<file path="config.mk">
export PLATFORM = sky130hd
export DESIGN_NAME = byte_ring_fifo_delimiter_scan
export DESIGN_NICKNAME = d
export VERILOG_FILES = /design/src/rtl/brfds_pkg.sv /design/src/rtl/brfds_ram.sv /design/src/rtl/byte_ring_fifo_delimiter_scan.sv
export VERILOG_INCLUDE_DIRS = /design/src /design/src/rtl
export SDC_FILE = /design/constraint.sdc
export NUM_CORES = 2
export LEC_CHECK = 0
export BUFFER_PORTS_ARGS = -buffer_cell sky130_fd_sc_hd__buf_2
export CAP_MARGIN = 15
export CORE_AREA = 3 3 606 608
export DETAILED_ROUTE_END_ITERATION = 12
export DIE_AREA = 0 0 609 611
export PLACE_DENSITY_LB_ADDON = 0.12
export SYNTH_ARGS = -nofsm -noshare
export SYNTH_HDL_FRONTEND = slang
export SYNTH_SLANG_ARGS = --single-unit
</file>
<file path="constraint.sdc">
create_clock -name clk_i -period 5.7 [get_ports clk_i]
set_input_delay 0.57 -clock clk_i [delete_from_list [all_inputs] [get_ports clk_i]]
set_output_delay 0.57 -clock clk_i [all_outputs]
set_load 0.005 [all_outputs]
</file>
<file path="src/rtl/byte_ring_fifo_delimiter_scan_assert.svh">
// Assertion macros shared by the byte ring FIFO RTL
`ifndef BYTE_RING_FIFO_DELIMITER_SCAN_ASSERT_SVH
`define BYTE_RING_FIFO_DELIMITER_SCAN_ASSERT_SVH
`ifndef SYNTH
// Check a property on every clock edge outside reset
`define BRFDS_ASSERT(label, prop) \
  label: assert property (@(posedge clk_i) disable iff (!rst_ni) (prop)) \
    else $error("brfds assertion failed");
// Check a property on every clock edge, reset included
`define BRFDS_ASSERT_NR(label, prop) \
  label: assert property (@(posedge clk_i) (prop)) \
    else $error("brfds assertion failed");
`else
`define BRFDS_ASSERT(label, prop)
`define BRFDS_ASSERT_NR(label, prop)
`endif
`endif

</file>
<file path="src/rtl/brfds_pkg.sv">
// Types, constants and helper functions of the byte ring FIFO
package brfds_pkg;

  localparam int unsigned DEPTH = 256;
  localparam int unsigned PTR_W = (DEPTH > 1) ? $clog2(DEPTH) : 1;
  localparam int unsigned CNT_W = PTR_W;

  localparam logic [7:0] DELIM_RESET = 8'd10;

  typedef enum logic [1:0] {
    ACT_PUSH = 2'd0,
    ACT_POP  = 2'd1,
    ACT_SCAN = 2'd2,
    ACT_NOP  = 2'd3
  } action_e;

  typedef enum logic [1:0] {
    ES_FOUND     = 2'd0,
    ES_REMAINDER = 2'd1,
    ES_NONE      = 2'd2
  } elem_status_e;

  typedef enum logic [1:0] {
    ERR_OK    = 2'd0,
    ERR_FULL  = 2'd1,
    ERR_EMPTY = 2'd2
  } err_code_e;

  typedef enum logic [1:0] {
    ST_IDLE,
    ST_POP,
    ST_SCAN,
    ST_EMIT
  } state_e;

  typedef logic [PTR_W-1:0] ptr_t;
  typedef logic [CNT_W-1:0] cnt_t;

  typedef struct packed {
    logic [7:0]   pop_byte;
    logic [7:0]   element_length;
    elem_status_e element_status;
    err_code_e    error_code;
  } result_t;

  // Advance a slot index around the ring
  function automatic ptr_t next_slot(input ptr_t p);
    ptr_t n;
    if (p == PTR_W'(DEPTH - 1)) begin
      n = '0;
    end else begin
      n = p + 1'b1;
    end
    return n;
  endfunction

  // Bytes held between read and write slots
  function automatic cnt_t used_of(input ptr_t rp, input ptr_t wp);
    cnt_t u;
    if (wp >= rp) begin
      u = CNT_W'(wp - rp);
    end else begin
      u = CNT_W'(32'(DEPTH) - 32'(rp) + 32'(wp));
    end
    return u;
  endfunction

  // Clamp a count to one byte
  function automatic logic [7:0] sat8(input cnt_t v);
    logic [31:0] w;
    w = 32'(v);
    return (w > 32'd255) ? 8'hFF : w[7:0];
  endfunction

endpackage

</file>
<file path="src/rtl/brfds_ram.sv">
// Single-port-write, registered-read RAM holding the ring bytes
module brfds_ram #(
  parameter int unsigned DATA_W = 8,
  parameter int unsigned DEPTH  = 256,
  parameter int unsigned ADDR_W = (DEPTH > 1) ? $clog2(DEPTH) : 1
) (
  input  logic              clk_i,
  input  logic              we_i,
  input  logic [ADDR_W-1:0] waddr_i,
  input  logic [DATA_W-1:0] wdata_i,
  input  logic              re_i,
  input  logic [ADDR_W-1:0] raddr_i,
  output logic [DATA_W-1:0] rdata_o
);

  logic [DATA_W-1:0] mem [DEPTH];
  logic [DATA_W-1:0] rdata_q;

  // Write port
  always_ff @(posedge clk_i) begin
    if (we_i) begin
      mem[waddr_i] <= wdata_i;
    end
  end

  // Read port, registered output
  always_ff @(posedge clk_i) begin
    if (re_i) begin
      rdata_q <= mem[raddr_i];
    end
  end

  assign rdata_o = rdata_q;

endmodule

</file>
<file path="src/rtl/byte_ring_fifo_delimiter_scan.sv">
// Top level of the byte ring FIFO with delimiter scan
//
//  Channel   Dir  Handshake                   Payload
//  s_axis    in   s_axis_tvalid/tready        tdata push_byte, tuser action, tlast input_ended
//  m_axis    out  m_axis_tvalid/tready        tdata bytes/counts, tuser status/error
//  cfg       in   cfg_valid_i/cfg_ready_o     cfg_data_i delimiter byte
//
// Push and no-op go from idle straight to the emit step; a pop passes through the
// pop state for its RAM read (straight to emit on an empty FIFO), and a scan walks
// the stored bytes one per cycle from the single RAM read port. A new transaction is taken
// while the previous result waits in the output register; the emit step
// stalls until that register is free. Reset clears the pointers and returns
// the delimiter to its reset value; the RAM is not cleared.
`include "byte_ring_fifo_delimiter_scan_assert.svh"

module byte_ring_fifo_delimiter_scan (
  input  logic        clk_i,
  input  logic        rst_ni,
  input  logic        s_axis_tvalid,
  output logic        s_axis_tready,
  input  logic [7:0]  s_axis_tdata,   // [7:0] push_byte
  input  logic [1:0]  s_axis_tuser,   // [1:0] action
  input  logic        s_axis_tlast,   // input_ended
  output logic        m_axis_tvalid,
  input  logic        m_axis_tready,
  // [7:0] pop_byte, [15:8] element_length, [23:16] used_count, [31:24] free_count
  output logic [31:0] m_axis_tdata,
  output logic [3:0]  m_axis_tuser,   // [1:0] element_status, [3:2] error_code
  input  logic        cfg_valid_i,
  output logic        cfg_ready_o,
  input  logic [7:0]  cfg_data_i
);

  brfds_pkg::state_e  state_q, state_d;
  brfds_pkg::ptr_t    rd_ptr_q, rd_ptr_d;
  brfds_pkg::ptr_t    wr_ptr_q, wr_ptr_d;
  brfds_pkg::ptr_t    scan_ptr_q, scan_ptr_d;
  brfds_pkg::cnt_t    cnt_q, cnt_d;
  brfds_pkg::result_t res_q, res_d;
  logic               ended_q, ended_d;
  logic [7:0]         delim_q;
  logic               m_valid_q;
  logic [31:0]        m_data_q;
  logic [3:0]         m_user_q;

  logic               s_fire;
  logic               out_free;
  logic               load_out;
  brfds_pkg::cnt_t    used_w;
  brfds_pkg::cnt_t    free_w;
  logic               full_w;
  logic               empty_w;
  brfds_pkg::cnt_t    cnt_inc;
  brfds_pkg::ptr_t    scan_nxt;
  logic               scan_hit;
  logic               scan_end;
  brfds_pkg::action_e action_w;

  logic               ram_we;
  logic               ram_re;
  brfds_pkg::ptr_t    ram_raddr;
  logic [7:0]         ram_rdata;

  // Byte storage
  brfds_ram #(
    .DATA_W(8),
    .DEPTH (brfds_pkg::DEPTH),
    .ADDR_W(brfds_pkg::PTR_W)
  ) u_ram (
    .clk_i  (clk_i),
    .we_i   (ram_we),
    .waddr_i(wr_ptr_q),
    .wdata_i(s_axis_tdata),
    .re_i   (ram_re),
    .raddr_i(ram_raddr),
    .rdata_o(ram_rdata)
  );

  // Handshakes and occupancy
  assign s_axis_tready = (state_q == brfds_pkg::ST_IDLE);
  assign s_fire        = s_axis_tvalid && s_axis_tready;
  assign cfg_ready_o   = 1'b1;
  assign out_free      = !m_valid_q || m_axis_tready;
  assign action_w      = brfds_pkg::action_e'(s_axis_tuser);
  assign used_w        = brfds_pkg::used_of(rd_ptr_q, wr_ptr_q);
  assign free_w        = brfds_pkg::CNT_W'(brfds_pkg::DEPTH - 1) - used_w;
  assign full_w        = (used_w == brfds_pkg::CNT_W'(brfds_pkg::DEPTH - 1));
  assign empty_w       = (rd_ptr_q == wr_ptr_q);

  // Scan step: byte at scan_ptr_q arrives on the read port this cycle
  assign cnt_inc  = cnt_q + 1'b1;
  assign scan_nxt = brfds_pkg::next_slot(scan_ptr_q);
  assign scan_hit = (ram_rdata == delim_q);
  assign scan_end = (scan_nxt == wr_ptr_q);

  // Next state
  always_comb begin
    state_d = state_q;
    case (state_q)
      brfds_pkg::ST_IDLE: begin
        if (s_fire) begin
          case (action_w)
            brfds_pkg::ACT_POP:  state_d = empty_w ? brfds_pkg::ST_EMIT : brfds_pkg::ST_POP;
            brfds_pkg::ACT_SCAN: state_d = empty_w ? brfds_pkg::ST_EMIT : brfds_pkg::ST_SCAN;
            default:             state_d = brfds_pkg::ST_EMIT;
          endcase
        end
      end
      brfds_pkg::ST_POP: state_d = brfds_pkg::ST_EMIT;
      brfds_pkg::ST_SCAN: begin
        if (scan_hit || scan_end) begin
          state_d = brfds_pkg::ST_EMIT;
        end
      end
      brfds_pkg::ST_EMIT: begin
        if (out_free) begin
          state_d = brfds_pkg::ST_IDLE;
        end
      end
      default: state_d = brfds_pkg::ST_IDLE;
    endcase
  end

  // Datapath and RAM control
  always_comb begin
    ram_we     = 1'b0;
    ram_re     = 1'b0;
    ram_raddr  = rd_ptr_q;
    wr_ptr_d   = wr_ptr_q;
    rd_ptr_d   = rd_ptr_q;
    scan_ptr_d = scan_ptr_q;
    cnt_d      = cnt_q;
    res_d      = res_q;
    ended_d    = ended_q;
    load_out   = 1'b0;
    case (state_q)
      brfds_pkg::ST_IDLE: begin
        if (s_fire) begin
          ended_d              = s_axis_tlast;
          res_d.pop_byte       = 8'd0;
          res_d.element_length = 8'd0;
          res_d.element_status = brfds_pkg::ES_NONE;
          res_d.error_code     = brfds_pkg::ERR_OK;
          case (action_w)
            brfds_pkg::ACT_PUSH: begin
              if (full_w) begin
                res_d.error_code = brfds_pkg::ERR_FULL;
              end else begin
                ram_we   = 1'b1;
                wr_ptr_d = brfds_pkg::next_slot(wr_ptr_q);
              end
            end
            brfds_pkg::ACT_POP: begin
              if (empty_w) begin
                res_d.error_code = brfds_pkg::ERR_EMPTY;
              end else begin
                ram_re = 1'b1;
              end
            end
            brfds_pkg::ACT_SCAN: begin
              if (!empty_w) begin
                ram_re     = 1'b1;
                scan_ptr_d = rd_ptr_q;
                cnt_d      = '0;
              end
            end
            default: ;
          endcase
        end
      end
      brfds_pkg::ST_POP: begin
        res_d.pop_byte = ram_rdata;
        rd_ptr_d       = brfds_pkg::next_slot(rd_ptr_q);
      end
      brfds_pkg::ST_SCAN: begin
        if (scan_hit) begin
          res_d.element_length = brfds_pkg::sat8(cnt_inc);
          res_d.element_status = brfds_pkg::ES_FOUND;
        end else if (scan_end) begin
          if (ended_q) begin
            res_d.element_length = brfds_pkg::sat8(cnt_inc);
            res_d.element_status = brfds_pkg::ES_REMAINDER;
          end
        end else begin
          ram_re     = 1'b1;
          ram_raddr  = scan_nxt;
          scan_ptr_d = scan_nxt;
          cnt_d      = cnt_inc;
        end
      end
      brfds_pkg::ST_EMIT: load_out = out_free;
      default: ;
    endcase
  end

  // Control registers
  always_ff @(posedge clk_i or negedge rst_ni) begin
    if (!rst_ni) begin
      state_q  <= brfds_pkg::ST_IDLE;
      rd_ptr_q <= '0;
      wr_ptr_q <= '0;
      delim_q  <= brfds_pkg::DELIM_RESET;
    end else begin
      state_q  <= state_d;
      rd_ptr_q <= rd_ptr_d;
      wr_ptr_q <= wr_ptr_d;
      if (cfg_valid_i && cfg_ready_o) begin
        delim_q <= cfg_data_i;
      end
    end
  end

  // Working registers of the current transaction
  always_ff @(posedge clk_i) begin
    scan_ptr_q <= scan_ptr_d;
    cnt_q      <= cnt_d;
    res_q      <= res_d;
    ended_q    <= ended_d;
  end

  // Output valid
  always_ff @(posedge clk_i or negedge rst_ni) begin
    if (!rst_ni) begin
      m_valid_q <= 1'b0;
    end else if (load_out) begin
      m_valid_q <= 1'b1;
    end else if (m_axis_tready) begin
      m_valid_q <= 1'b0;
    end
  end

  // Output payload, counts taken after the pointer update
  always_ff @(posedge clk_i) begin
    if (load_out) begin
      m_data_q <= {brfds_pkg::sat8(free_w), brfds_pkg::sat8(used_w),
                   res_q.element_length, res_q.pop_byte};
      m_user_q <= {res_q.error_code, res_q.element_status};
    end
  end

  assign m_axis_tvalid = m_valid_q;
  assign m_axis_tdata  = m_data_q;
  assign m_axis_tuser  = m_user_q;

  // The ring never holds more than DEPTH-1 bytes
  `BRFDS_ASSERT(a_used_bound, used_w <= brfds_pkg::CNT_W'(brfds_pkg::DEPTH - 1))
  // The write slot moves only on an accepted push
  `BRFDS_ASSERT(a_wr_ptr_push, !(s_fire && action_w == brfds_pkg::ACT_PUSH) |=> $stable(wr_ptr_q))
  // The read slot moves only after a pop read
  `BRFDS_ASSERT(a_rd_ptr_pop, (state_q != brfds_pkg::ST_POP) |=> $stable(rd_ptr_q))
  // A scan never reads the free region
  `BRFDS_ASSERT(a_scan_in_ring, (state_q == brfds_pkg::ST_SCAN) |-> (scan_ptr_q != wr_ptr_q))
  // The output register is loaded only when free
  `BRFDS_ASSERT_NR(a_load_free, !load_out || !m_valid_q || m_axis_tready)

endmodule

</file>
== Word level (Yosys, flattened, before mapping) ==
Memories as Yosys holds them, arrays and structs flattened. A register that Yosys moved wholly into a read port is not among the register bits.
Index checks and enable logic that the tools add are counted.
Widths: inputs -> output; s select.

* Memories kept: 1
* Logic and storage cells: 112
* RAM bits: 2,048
* Output and inout bits: 39
* Bits in read-only memories: 0
* Flip-flop bits (word level): 100
* Input port bits: 24
* Bits in latches: 0

* Reductions and logical operators: 16
* Add/sub/neg operators: 8
* Bitwise logic cells: 1
* Shift operators: 0
* Divide/modulo/power cells: 0
* Multiplexer cells: 50
* Multiply operators: 0
* Magnitude comparators: 1
* Equal/unequal tests: 21

{| class="wikitable"
|+ Memories
! name !! words !! bits a word !! read ports !! clocked after Yosys merged registers in !! write ports !! RTL line !! RTL
|-
| u_ram.mem || 256 || 8 || 1 || 1 || 1 || brfds_ram.sv:16 || <nowiki>logic [DATA_W-1:0] mem [DEPTH];</nowiki>
|}

{| class="wikitable"
|+ Operator list
! operator !! count
|-
| $mux 8 || 17
|-
| $pmux 8 s2 || 3
|-
| $add 8x1->8 const B || 4
|-
| $eq 8x8->1 const B || 4
|-
| $mux 10 || 3
|-
| $eq 8x8->1 || 3
|-
| $mux 20 || 1
|-
| $pmux 10 s2 || 1
|-
| $mux 1 || 16
|-
| $mux 2 || 5
|-
| $ne 2x2->1 const B || 5
|-
| $add 8x8->8 || 1
|-
| $ge 8x8->1 || 1
|-
| $pmux 2 s2 || 2
|-
| $pmux 2 s4 || 1
|-
| $reduce_and 4->1 || 2
|-
| $sub 1x8->8 const A || 1
|-
| $sub 8x8->8 || 1
|-
| $sub 8x8->8 const A || 1
|-
| $eq 2x2->1 const B || 3
|-
| $ne 3x3->1 const B || 2
|-
| $reduce_and 6->1 || 1
|-
| $reduce_bool 2->1 || 3
|-
| $eq 2x1->1 const B || 2
|-
| other kinds (10) || 14
|}

== Depth between registers and ports, before layout ==
* Depth in word-level cells: 10
* Depth in mapped cells: 20
* Gate-level depth less buffers: 15

== By module ==
From an unflattened synthesis, not the netlist that was laid out.

* Cell total of the unflattened synthesis: 4,155
* Area, all modules: 84,613.7 µm²

{| class="wikitable"
|+ Modules (own cells, without submodules)
! module !! instances !! area each (µm²) !! seq. area each (µm²) !! cells each
|-
| brfds_ram || 1 || 79,636.4 || 61,739.2 || 3,733
|-
| byte_ring_fifo_delimiter_scan || 1 || 4,977.3 || 2,870.3 || 422
|}

== Worst setup path after synthesis ==
Ideal clock, no wire load.

* Path type: reg2reg
* From: register scan_ptr_q[0]
* To: register u_ram.rdata_q[5] (netlist: u_ram.rdata_o[5]), read port of u_ram.mem, data pin
* Data arrival time: 4.324 ns
* Period minus slack after synthesis: 4.583 ns
* Buffers on the path: 4
* Cell stages (with the launch flop): 19
* Required time: 5.441 ns
* Library setup time: 0.259 ns
* Setup slack: 1.117 ns
* Cells stage by stage: edfxtp_1 ha_1 buf_2 xor2_2 xnor2_1 o311ai_1 a211o_1 o41a_4 mux2i_4 buf_4 nor2_1 clkbuf_1 clkbuf_1 nand3_1 a31oi_1 nor3_1 nor4_1 nor2_1 a211o_1

* Longest elaborated chain between the ends: 6
* Elaborated cells on any way between the ends: 10
* Classes of those cells: add/sub: 1; eq/ne: 2; mux: 7

{| class="wikitable"
|+ Ends and longest elaborated chain
! item !! RTL line !! RTL
|-
| from (decl) || byte_ring_fifo_delimiter_scan.sv:37 || <nowiki>brfds_pkg::ptr_t scan_ptr_q, scan_ptr_d;</nowiki>
|-
| from (signal assigned) || byte_ring_fifo_delimiter_scan.sv:215 || <nowiki>scan_ptr_q <= scan_ptr_d;</nowiki>
|-
| $add 8x1->8 / $eq 8x8->1 (equally long branches) || brfds_pkg.sv:52, brfds_pkg.sv:49 ||
|-
| $mux 8 * || brfds_pkg.sv:49 || <nowiki>if (p == PTR_W'(DEPTH - 1)) begin</nowiki>
|-
| $eq 8x8->1 || byte_ring_fifo_delimiter_scan.sv:94 || <nowiki>assign scan_end = (scan_nxt == wr_ptr_q);</nowiki>
|-
| $mux 1 / $mux 8 (equally long branches) || byte_ring_fifo_delimiter_scan.sv:179 || <nowiki>end else if (scan_end) begin</nowiki>
|-
| $mux 1 / $mux 8 (equally long branches) || byte_ring_fifo_delimiter_scan.sv:176 || <nowiki>if (scan_hit) begin</nowiki>
|-
| $pmux 1 s2 / $mux 8 (equally long branches) || byte_ring_fifo_delimiter_scan.sv:136 || <nowiki>case (state_q)</nowiki>
|-
| to (decl) || brfds_ram.sv:17 || <nowiki>logic [DATA_W-1:0] rdata_q;</nowiki>
|}

Mark *: on every way between the ends. The rest lies on a longest branch, timed or not.
A chain may end at the register's enable or synchronous reset.

== Worst setup path in the final report ==
* From: register scan_ptr_q[1]
* To: register u_ram.rdata_q[5] (netlist: u_ram.rdata_o[5]), read port of u_ram.mem, data pin

The elaborated chain is that of the path after synthesis.

==> impl_metrics.xml <==
<?xml version="1.0" encoding="UTF-8"?>
<metrics>
  <group name="final_layout">
    <metric name="design_area" unit="um2">106100</metric>
    <metric name="sequential_cell_area" unit="um2">64610</metric>
    <metric name="layout_commonest_cell" unit="">sky130_fd_sc_hd__edfxtp_1</metric>
    <metric name="finalCoreUtilization" unit="">0.2929</metric>
    <metric name="highest_count_cells_in_the_layout_ignoring_fill_and_taps" unit="">2129 x sky130_fd_sc_hd__edfxtp_1, 1294 x sky130_fd_sc_hd__nand2_1, 617 x sky130_fd_sc_hd__buf_4</metric>
    <metric name="post_route_cells_drive_above_1_share" unit="">0.1708</metric>
    <metric name="multi_input_comb_area" unit="um2">20460</metric>
    <metric name="numnets_final" unit="">6880</metric>
    <metric name="syn2layout_area_growth" unit="%">22.12</metric>
    <metric name="nFillCells" unit="">36570</metric>
  </group>
  <group name="timing">
    <metric name="slew_viol_final" unit="">0</metric>
    <metric name="relSlewSlack" unit="">0.2549</metric>
    <metric name="worst_slack" unit="ns">0.1013</metric>
    <metric name="hold_slack" unit="ns">0.07571</metric>
    <metric name="finalHoldViolations" unit="">0</metric>
    <metric name="period_share" unit="">0.9822</metric>
    <metric name="finClkSkew" unit="ns">0.08693</metric>
    <metric name="timing.setup.tns" unit="ns">0</metric>
    <metric name="timing_worst_slew_pin_value" unit="ns">1.118</metric>
    <metric name="max_clock_freq" unit="GHz">0.1786</metric>
    <metric name="final.min_clock_period" unit="ns">5.599</metric>
    <metric name="setup-violations-final" unit="">0</metric>
  </group>
  <group name="global_route">
    <metric name="global_route.overflow_total" unit="">0</metric>
    <metric name="maximum_number_of_pins_on_one_net_before_global_route_repair" unit="">129</metric>
    <metric name="track_usage" unit="">0.1699</metric>
    <metric name="grt_pass1_vias" unit="">54500</metric>
    <metric name="grt_pass1_wl" unit="um">451200</metric>
    <metric name="antenna_violations_before_repair" unit="">26</metric>
  </group>
  <group name="synthesis">
    <metric name="synth_largest_type_area_fraction" unit="">0.7359</metric>
    <metric name="synthesis.yosys.warnings" unit="">0</metric>
    <metric name="postSynthRegisterBits" unit="">2156</metric>
    <metric name="biggest_area_contributors_in_the_synthesized_netlist" unit="">sky130_fd_sc_hd__edfxtp_1 74%, sky130_fd_sc_hd__nand2_1 5.6%, sky130_fd_sc_hd__mux2i_1 4.7%, sky130_fd_sc_hd__nand3_1 3.0%, sky130_fd_sc_hd__nor2_1 1.3%</metric>
    <metric name="instance_count_of_the_mapped_netlist" unit="">6207</metric>
    <metric name="synthFlopType" unit="">sky130_fd_sc_hd__edfxtp_1</metric>
    <metric name="mappedNetlistArea" unit="um2">86870</metric>
    <metric name="number_of_flops_mapped_to_enable_cells_by_yosys" unit="">2129</metric>
    <metric name="syn_nets" unit="">6253</metric>
    <metric name="synth_sequential_area_ratio" unit="">0.7437</metric>
    <metric name="yosysTopAreaCell" unit="">sky130_fd_sc_hd__edfxtp_1</metric>
    <metric name="netlist-cell-type-count" unit="">80</metric>
    <metric name="syn_area_per_cell" unit="um2">14.00</metric>
    <metric name="ys_async_sr_fraction" unit="">0.01252</metric>
  </group>
  <group name="clocking">
    <metric name="cts_root_buffer" unit="">sky130_fd_sc_hd__clkbuf_16</metric>
    <metric name="h-tree-depth" unit="">4</metric>
    <metric name="clock_insertion_delay_worst_skew" unit="ns">0.93</metric>
    <metric name="tritoncts_num_sinks" unit="">2156</metric>
    <metric name="cts-buffers-inserted" unit="">243</metric>
    <metric name="clock_tree.buffer_depth" unit="">4</metric>
    <metric name="clk_pin_slew" unit="ns">0.07</metric>
    <metric name="tritoncts" unit="">built</metric>
  </group>
  <group name="drt">
    <metric name="drt_first_pass_iters" unit="">5</metric>
    <metric name="total_wire_length" unit="um">326600</metric>
    <metric name="dr_total_vias" unit="">55140</metric>
    <metric name="initial_drc_count" unit="">4805</metric>
    <metric name="antenna_left" unit="">0</metric>
    <metric name="post_drt_via_cell_ratio" unit="">4.655</metric>
    <metric name="drc" unit="">0</metric>
    <metric name="drt-wirelength-per-cell" unit="um">27.58</metric>
  </group>
  <group name="floorplanning">
    <metric name="num_io_pins" unit="">63</metric>
    <metric name="placeable_core_area" unit="um2">362200</metric>
    <metric name="num_rows" unit="">221</metric>
    <metric name="dieHeight" unit="um">611</metric>
    <metric name="design.die.area" unit="um2">372100</metric>
    <metric name="start_util" unit="">0.2398</metric>
    <metric name="chipWidth" unit="um">609</metric>
  </group>
  <group name="placement">
    <metric name="post_place_setup_slack" unit="ns">-0.8908</metric>
    <metric name="post_dp_cell_area" unit="um2">97960</metric>
    <metric name="gp_congestion" unit="">0.8071</metric>
    <metric name="hpwl" unit="um">206200</metric>
    <metric name="io_buffer_count" unit="">61</metric>
  </group>
  <group name="critical_path">
    <metric name="setup.worst_path.start_class" unit="">register</metric>
    <metric name="cp-end-kind" unit="">register</metric>
    <metric name="worstPathRequired" unit="ns">6.38</metric>
    <metric name="timing_worst_setup_path_type" unit="">register to register</metric>
    <metric name="crit_arrival" unit="ns">6.28</metric>
    <metric name="crit_path_max_fanout" unit="">15</metric>
  </group>
  <group name="status">
    <metric name="run_status" unit="">completed</metric>
  </group>
  <group name="power">
    <metric name="total_leakage_power" unit="nW">36.47</metric>
    <metric name="peakVddDrop" unit="mV">0.5029</metric>
    <metric name="power.density_cell_area" unit="nW/um2">603.3</metric>
  </group>
  <group name="hold_path">
    <metric name="min-delay-path-class" unit="">input pin to register</metric>
  </group>
  <group name="job">
    <metric name="maximum_capacitance_violations" unit="">0</metric>
  </group>
</metrics>
kinds of logic after synthesis:
family	share of synthesized area
simple gates	0.1201
flops	0.7437
compound gates	0.05385
buf+inv	0.02470
mux	0.04989
xor+xnor	0.004422
fa+ha+maj	0.003255
other cells	0.00004317
registers in the layout, summed over array words and instances (netlist names):
signal and cells:
m_axis_tuser 4, m_axis_tdata 32, delim_q 8, wr_ptr_q 8
state_q 2, u_ram.rdata_o 8, m_axis_tvalid 1, scan_ptr_q 8
u_ram.mem 2048, rd_ptr_q 8, cnt_q 8, res_q 20
ended_q 1
cell type report:
type / instances / share of cell area
inverters: 30 / 0.001061
clock buffers: 313 / 0.06087
well taps: 4794 / 0.05654
multi-input cells: 3606 / 0.1929
clock inverters: 137 / 0.01145
flip-flops and latches: 2156 / 0.6090
repair buffers: 797 / 0.06793
diodes: 11 / 0.0002595
worst max-delay path: stages, from the launching register on:
cell and delay, ns:
sky130_fd_sc_hd__edfxtp_1 0.47, sky130_fd_sc_hd__ha_4 0.26, sky130_fd_sc_hd__xor2_1 0.16, sky130_fd_sc_hd__a21oi_1 0.14, sky130_fd_sc_hd__o311ai_1 0.13, sky130_fd_sc_hd__a211o_1 0.33
sky130_fd_sc_hd__o41a_4 0.54, sky130_fd_sc_hd__mux2i_4 0.28, sky130_fd_sc_hd__buf_8 0.18, sky130_fd_sc_hd__buf_4 0.17, sky130_fd_sc_hd__buf_12 0.18, sky130_fd_sc_hd__buf_4 0.18
sky130_fd_sc_hd__buf_4 0.17, sky130_fd_sc_hd__mux2i_1 0.24, sky130_fd_sc_hd__a2111oi_0 0.15, sky130_fd_sc_hd__buf_4 0.20, sky130_fd_sc_hd__o31ai_1 0.77, sky130_fd_sc_hd__a31oi_1 0.25
sky130_fd_sc_hd__buf_4 0.25, sky130_fd_sc_hd__a211o_1 0.27
routing by layer:
metal	vias to the layer above	wire length (um)	GRT usage
li1	24590	-	-
met1	28680	152900	0.2442
met2	1500	150000	0.2709
met3	372	15780	0.02191
met4	0	7956	0.04064
met5	-	0	0
per-stage QoR:
stage	cells	power (mW)
after global routing	11840	66.91
after global placement	11360	49.07
final	11840	64.00
after CTS	11830	64.75
after detailed placement	11360	48.97
after floorplan	6207	33.13
cells in the mapped netlist (12+ instances only):
cell                        number
sky130_fd_sc_hd__dfrtp_1        25
sky130_fd_sc_hd__xor2_1         20
sky130_fd_sc_hd__nand3_1       529
sky130_fd_sc_hd__edfxtp_1     2129
sky130_fd_sc_hd__a21oi_1       134
sky130_fd_sc_hd__and2_1         25
sky130_fd_sc_hd__nand4_1        25
sky130_fd_sc_hd__o31ai_1        15
sky130_fd_sc_hd__a2111oi_0      14
sky130_fd_sc_hd__o221ai_1      111
sky130_fd_sc_hd__and3_1         54
sky130_fd_sc_hd__buf_1          41
sky130_fd_sc_hd__buf_4          41
sky130_fd_sc_hd__mux2i_1       407
sky130_fd_sc_hd__mux2_2         12
sky130_fd_sc_hd__or3_1          12
sky130_fd_sc_hd__buf_2         182
sky130_fd_sc_hd__nand2_1      1303
sky130_fd_sc_hd__a311oi_1       34
sky130_fd_sc_hd__a211oi_1       12
sky130_fd_sc_hd__ha_1           21
sky130_fd_sc_hd__clkbuf_1      140
sky130_fd_sc_hd__a31oi_1       168
sky130_fd_sc_hd__inv_1          30
sky130_fd_sc_hd__nor2_1        301
sky130_fd_sc_hd__nor4_1         17
sky130_fd_sc_hd__xnor2_1        22
sky130_fd_sc_hd__buf_6          12
sky130_fd_sc_hd__o22ai_1        81
sky130_fd_sc_hd__nor3_1        106
sky130_fd_sc_hd__or2_2          24
sky130_fd_sc_hd__o21ai_0        40
path summary, 6_finish.rpt:
| kind | slack [ns] | endpoint | depth (start not counted) | from |
|---|---|---|---|---|
| worst max-delay path | 0.10 | u_ram.rdata_o[5]$_DFFE_PP_ | 19 | scan_ptr_q[1]$_DFFE_PP_ |
| worst min-delay path | 0.08 | res_q[3]$_SDFFCE_PP0P_ | 3 | s_axis_tvalid |
| worst max register to register | 0.10 | u_ram.rdata_o[5]$_DFFE_PP_ | 19 | scan_ptr_q[1]$_DFFE_PP_ |
| worst min register to register | 0.41 | m_axis_tdata[4]$_DFFE_PP_ | 0 | res_q[16]$_DFFE_PP_ |
| max in group asynchronous | 5.01 | wr_ptr_q[4]$_DFFE_PN0P_ | 2 | rst_ni |
| min in group asynchronous | 0.22 | rd_ptr_q[5]$_DFFE_PN0P_ | 2 | rst_ni |
power by group:
group | switching (mW) | internal (mW) | total, mW | leakage (nW)
sequential | 0.261 | 18.0 | 18.2 | 19.5
clock | 6.56 | 8.84 | 15.4 | 3.76
combinational | 20.7 | 9.65 | 30.4 | 13.2
timing repair:
item / CTS / global route
gates cloned: 0 / 2
hold buffers: 20 / 0
endpoints found under the hold margin: 57 / 0
buffers inserted: 3 / 0
setup endpoints to repair: 8 / 7
gates resized for setup: 15 / 11
pin swaps: 0 / 1
No activity file was read; power rests on OpenSTA's default activity.
